**src/sv/gps_pkg.sv**
```systemverilog
// ----------------------------------------------------------------------------
// gps_pkg
// Shared types, constants and helper functions of the gravity particle step
// core.
// ----------------------------------------------------------------------------
package gps_pkg;

   // Number of gravity source entries in the table.
   localparam int MAX_SOURCES = 8;

   // Width of the shared adder. It holds the largest product, |d| * R^2 * G *
   // T * 2^32 (below 2^256), and the aligned divisor den * 2^64 (below 2^270).
   localparam int WIDE_W = 272;
   // den = 1000 * D^3, below 2^206.
   localparam int DEN_W = 208;
   // Serial multiplier operand, large enough for the distance D (below 2^65).
   localparam int MB_W = 66;
   // Square root working registers, for a sum of squares below 2^130.
   localparam int ROOT_W = 131;
   localparam int ROOT_STEPS = 66;
   localparam int CNT_W = 7;

   localparam int GRAV_DIV = 1000;
   localparam logic [31:0] TIME_STEP_RESET = 32'h0001_0000;
   localparam logic [63:0] SIGN64 = 64'h8000_0000_0000_0000;

   localparam int CSR_IDX_W = 2;
   localparam int CSR_DATA_W = 32;

   typedef enum logic [CSR_IDX_W-1:0] {
      CSR_TIME_STEP    = 2'd0,
      CSR_SOURCE_COUNT = 2'd1,
      CSR_HALTED       = 2'd2
   } csr_index_type;

   typedef enum logic {
      ALU_ADD = 1'b0,
      ALU_SUB = 1'b1
   } alu_op_type;

   typedef struct packed {
      logic [WIDE_W-1:0] value;
      logic              ge;
   } alu_res_type;

   typedef struct packed {
      logic [2:0][63:0] pos;
      logic [31:0]      grav;
      logic [47:0]      rad;
   } src_entry_type;

   // Adds a signed magnitude to a two's complement value, saturating.
   function automatic logic [63:0] sat_add(logic [63:0] base, logic neg, logic [63:0] mag);
      logic [63:0] b;
      logic [64:0] s;
      logic [63:0] r;
      b = base ^ SIGN64;
      if (!neg) begin
         s = {1'b0, b} + {1'b0, mag};
         r = s[64] ? '1 : s[63:0];
      end else begin
         s = {1'b0, b} - {1'b0, mag};
         r = s[64] ? '0 : s[63:0];
      end
      return r ^ SIGN64;
   endfunction

   function automatic logic [63:0] abs64(logic [63:0] v);
      return v[63] ? (~v + 64'd1) : v;
   endfunction

endpackage

```
**src/sv/gps_src_table.sv**
```systemverilog
// ----------------------------------------------------------------------------
// gps_src_table
// Gravity source table: one write port and one registered read port.
// ----------------------------------------------------------------------------
module gps_src_table #(
   parameter int DEPTH  = gps_pkg::MAX_SOURCES,
   parameter int ADDR_W = (DEPTH > 1) ? $clog2(DEPTH) : 1
) (
   input  logic                  clock,
   input  logic                  wr_en,
   input  logic [ADDR_W-1:0]     wr_addr,
   input  gps_pkg::src_entry_type wr_data,
   input  logic                  rd_en,
   input  logic [ADDR_W-1:0]     rd_addr,
   output gps_pkg::src_entry_type rd_data
);

   gps_pkg::src_entry_type mem [DEPTH];
   gps_pkg::src_entry_type rd_data_ff;

   always_ff @(posedge clock) begin
      if (wr_en) begin
         mem[wr_addr] <= wr_data;
      end
      if (rd_en) begin
         rd_data_ff <= mem[rd_addr];
      end
   end

   assign rd_data = rd_data_ff;

endmodule

```
**config.mk**
```make
export PLATFORM = sky130hd
export DESIGN_NAME = gps_src_table
export DESIGN_NICKNAME = d
export VERILOG_FILES = /design/src/sv/gps_pkg.sv /design/src/sv/gps_src_table.sv
export SDC_FILE = /design/constraint.sdc
export NUM_CORES = 2
export LEC_CHECK = 0
export BUFFER_PORTS_ARGS = -buffer_cell sky130_fd_sc_hd__buf_2
export CAP_MARGIN = 20
export CORE_AREA = 3 3 457 799
export CTS_CLUSTER_SIZE = 24
export DETAILED_ROUTE_END_ITERATION = 7
export DIE_AREA = 0 0 460 802
export SLEW_MARGIN = 10
export SYNTH_ARGS = -nofsm -noshare
export SYNTH_HDL_FRONTEND = slang
export SYNTH_SLANG_ARGS = --single-unit
```
**constraint.sdc**
```tcl
create_clock -name clock -period 28.5 [get_ports clock]
set_clock_uncertainty 0.05 [all_clocks]
set_input_delay 1.425 -clock clock [delete_from_list [all_inputs] [get_ports clock]]
set_output_delay 1.425 -clock clock [all_outputs]
set_load 0.005 [all_outputs]
```
==> run_results.csv <==
group,metric,value,unit
drt,wl_per_cell,22.8,um
die,core_area,359000,sq um
clock_tree,cts_tree,"done",
die,fp.dieH,802,um
die,start_util,25.0,%
sta,setup_tns,0,ps
power,ir_drop,51.5,uV
setup_path,crit_start,"rd_addr[0]",
sta,period_share,19.0,%
logic_synthesis,syn_nets,3710,
logic_synthesis,synthArstFlopShare,0,%
logic_synthesis,yosysTopAreaCellShare,82.0,%
final_layout,layoutNonFillerInstCount,9049,
global_routing,grt_first_pass_wirelength,298000,um
drt,drc,0,
logic_synthesis,synthTopCellsByCount,"edfxtp_1 (2448), mux4_2 (544), mux2_2 (272), clkbuf_1 (73), buf_2 (58)",
logic_synthesis,ys_seq_elements,2448,
run,cap_viol_max_count,0,
logic_synthesis,netlist_instances,3429,
setup_path,crit_fanout,73,
logic_synthesis,synth-edff-count,2448,
logic_synthesis,yosysTopAreaCell,"edfxtp_1",
global_routing,grt_max_degree,91,
clock_tree,ctsResizeCount,0,
clock_tree,cts_hold_buf,0,
sta,slew-limit-headroom,25.8,%
logic_synthesis,syn_avg_cell_area,26.2,sq um
place,placedCellCount,8595,
global_routing,antenna_found_initial,108,
final_layout,post_route_cells_drive_above_1_share,41.3,%
setup_path,timing.rr.start,"mem[6][44]$_DFFE_PP_",
sta,fin_hold_ws,654,ps
clock_tree,clkLatencyLatePin,900,ps
setup_path,crit_path_start_kind,"input pin",
logic_synthesis,synth_cell_types,11,
sta,rsz0062_at_grt,"no",
clock_tree,post_cts_buffers,0,
logic_synthesis,synthTopCellsByArea,"edfxtp_1 (82%), mux4_2 (14%), mux2_2 (3.4%)",
global_routing,overflow,0,
clock_tree,htree_levels,4,
power,p_leak,33.2,nW
sta,setup_viol,0,
drt,detail-route-antenna-nets,0,
clock_tree,clk_pin_slew,70,ps
setup_path,end_kind,"flip-flop",
final_layout,finalNetCount,4417,
clock_tree,cts_root_buf,"clkbuf_16",
final_layout,syn2layout_area_growth,18.1,%
die,ios,553,
die,die_x,460,um
sta,tightest_slew,1110,ps
die,fp.dieArea,369000,sq um
place,hpwl,118000,um
drt,drt_wl_total,207000,um
min_path,hold_class,"reg2reg",
clock_tree,clk_path_buf_depth,4,
logic_synthesis,ys_warn_count,0,
place,io_buffers,552,
global_routing,grt_pass1_vias,41980,
die,std_cell_rows,291,
setup_path,critical_path_class,"in2reg",
drt,drt_iter0_drc,3052,
sta,period_minus_slack,5420,ps
min_path,holdCritStartpoint,"mem[1][154]$_DFFE_PP_",
setup_path,arrival,5970,ps
drt,viasPerCell,4.27,
clock_tree,cts.sinks,2448,
place,dpl-instance-area,98300,sq um
outcome,status,"complete, no violations",
logic_synthesis,synth.most_common_cell,"edfxtp_1",
drt,dr.pass1.iters,5,
sta,fmax,185,MHz
global_routing,grt_usage,11.0,%
sta,drv_slew,0,
setup_path,critical_path_required,29050,ps
logic_synthesis,ys_seq_area_share,82.0,%
clock_tree,numCtsBuffers,226,
place,place_congestion,0.709,
power,pwr_density_cell,71.6,nW/um^2
setup_path,worst-r2r-setup-slack,26940,ps
logic_synthesis,ys.flop_type,"edfxtp_1",
sta,hold_violations,0,
final_layout,fin_area,106000,sq um
drt,dr_total_vias,38673,
logic_synthesis,netlist_area,89700,sq um
==> critical path: stages <==
cell and delay, ps:
buf_8 540, buf_4 780, buf_12 450, buf_4 740, buf_4 800, mux4_2 610
mux2_2 270
==> power breakdown <==
group	total [mW]	internal, mW	leakage, nW	switching (mW)
combinational	0.383	0.172	7.19	0.212
sequential	4.15	4.11	22.4	0.0363
clock	3.05	1.73	3.63	1.32
==> through the flow <==
step	utilization, %	setup WS [ps]	power (mW)
floorplan	-	7120	4.46
global placement	27.4	22040	4.61
detailed placement	27.4	21970	4.63
CTS	29.4	22970	7.70
global route	29.5	22600	7.87
finish	29.5	23080	7.58
==> layer usage <==
layer / track usage (%) / part of all wire [%] / vias to the layer above
met1: 13.1 / 39 / 20845
met5: 0 / 0.13 / -
li1: - / - / 16263
met4: 5.06 / 4.6 / 50
met2: 18.7 / 50 / 1080
met3: 2.66 / 6.2 / 435
==> state kept, by name, indices dropped and copies added (netlist names) <==
register / flops
mem: 2176
rd_data: 272
==> path summary, 6_finish.rpt <==
kind	end	cells after the start
worst min register to register	rd_data[154]$_DFFE_PP_	2
worst min-delay path	rd_data[154]$_DFFE_PP_	2
worst max-delay path	rd_data[241]$_DFFE_PP_	7
worst max register to register	rd_data[44]$_DFFE_PP_	2
==> final cells by class <==
class,count,area (sq um)
Fill cell,34616,253000
Sequential cell,2448,73500
Multi-Input combinational cell,829,15400
Tap cell,4688,5870
Clock buffer,259,5780
Timing Repair Buffer,631,3540
Clock inverter,148,1620
Antenna cell,46,115
==> cell families after synthesis <==
| kind of cell | count (synthesis) | synth area share (%) |
|---|---|---|
| AND/OR/NAND/NOR | 13 | 0.0656 |
| flip-flops | 2448 | 82.0 |
| multiplexers | 816 | 17.1 |
| buffers and inverters | 152 | 0.876 |
==> cells in the final DEF (no fill, tap or decap) <==
cell type   netlist  layout
buf_12            0      10
bufinv_16         0      30
nand2b_1          3       3
mux2_2          272     272
mux4_2          544     544
clkinv_4          0       2
buf_4             0      68
diode_2           0      46
clkbuf_16         0     226
inv_6             0      10
clkbuf_1         73      33
buf_2            58     548
inv_16            0       3
nor3_2            0       2
clkinv_1          0      45
edfxtp_1       2448    2448
nand2_1           2       2
clkinv_8          0       2
nor2_4            0       6
buf_16            0       1
buf_8             0       4
clkinvlp_4        0       7
clkinv_16         0       1
clkinv_2          0      43
inv_8             0       5
Note: power is estimated with default switching activity, not from simulation.
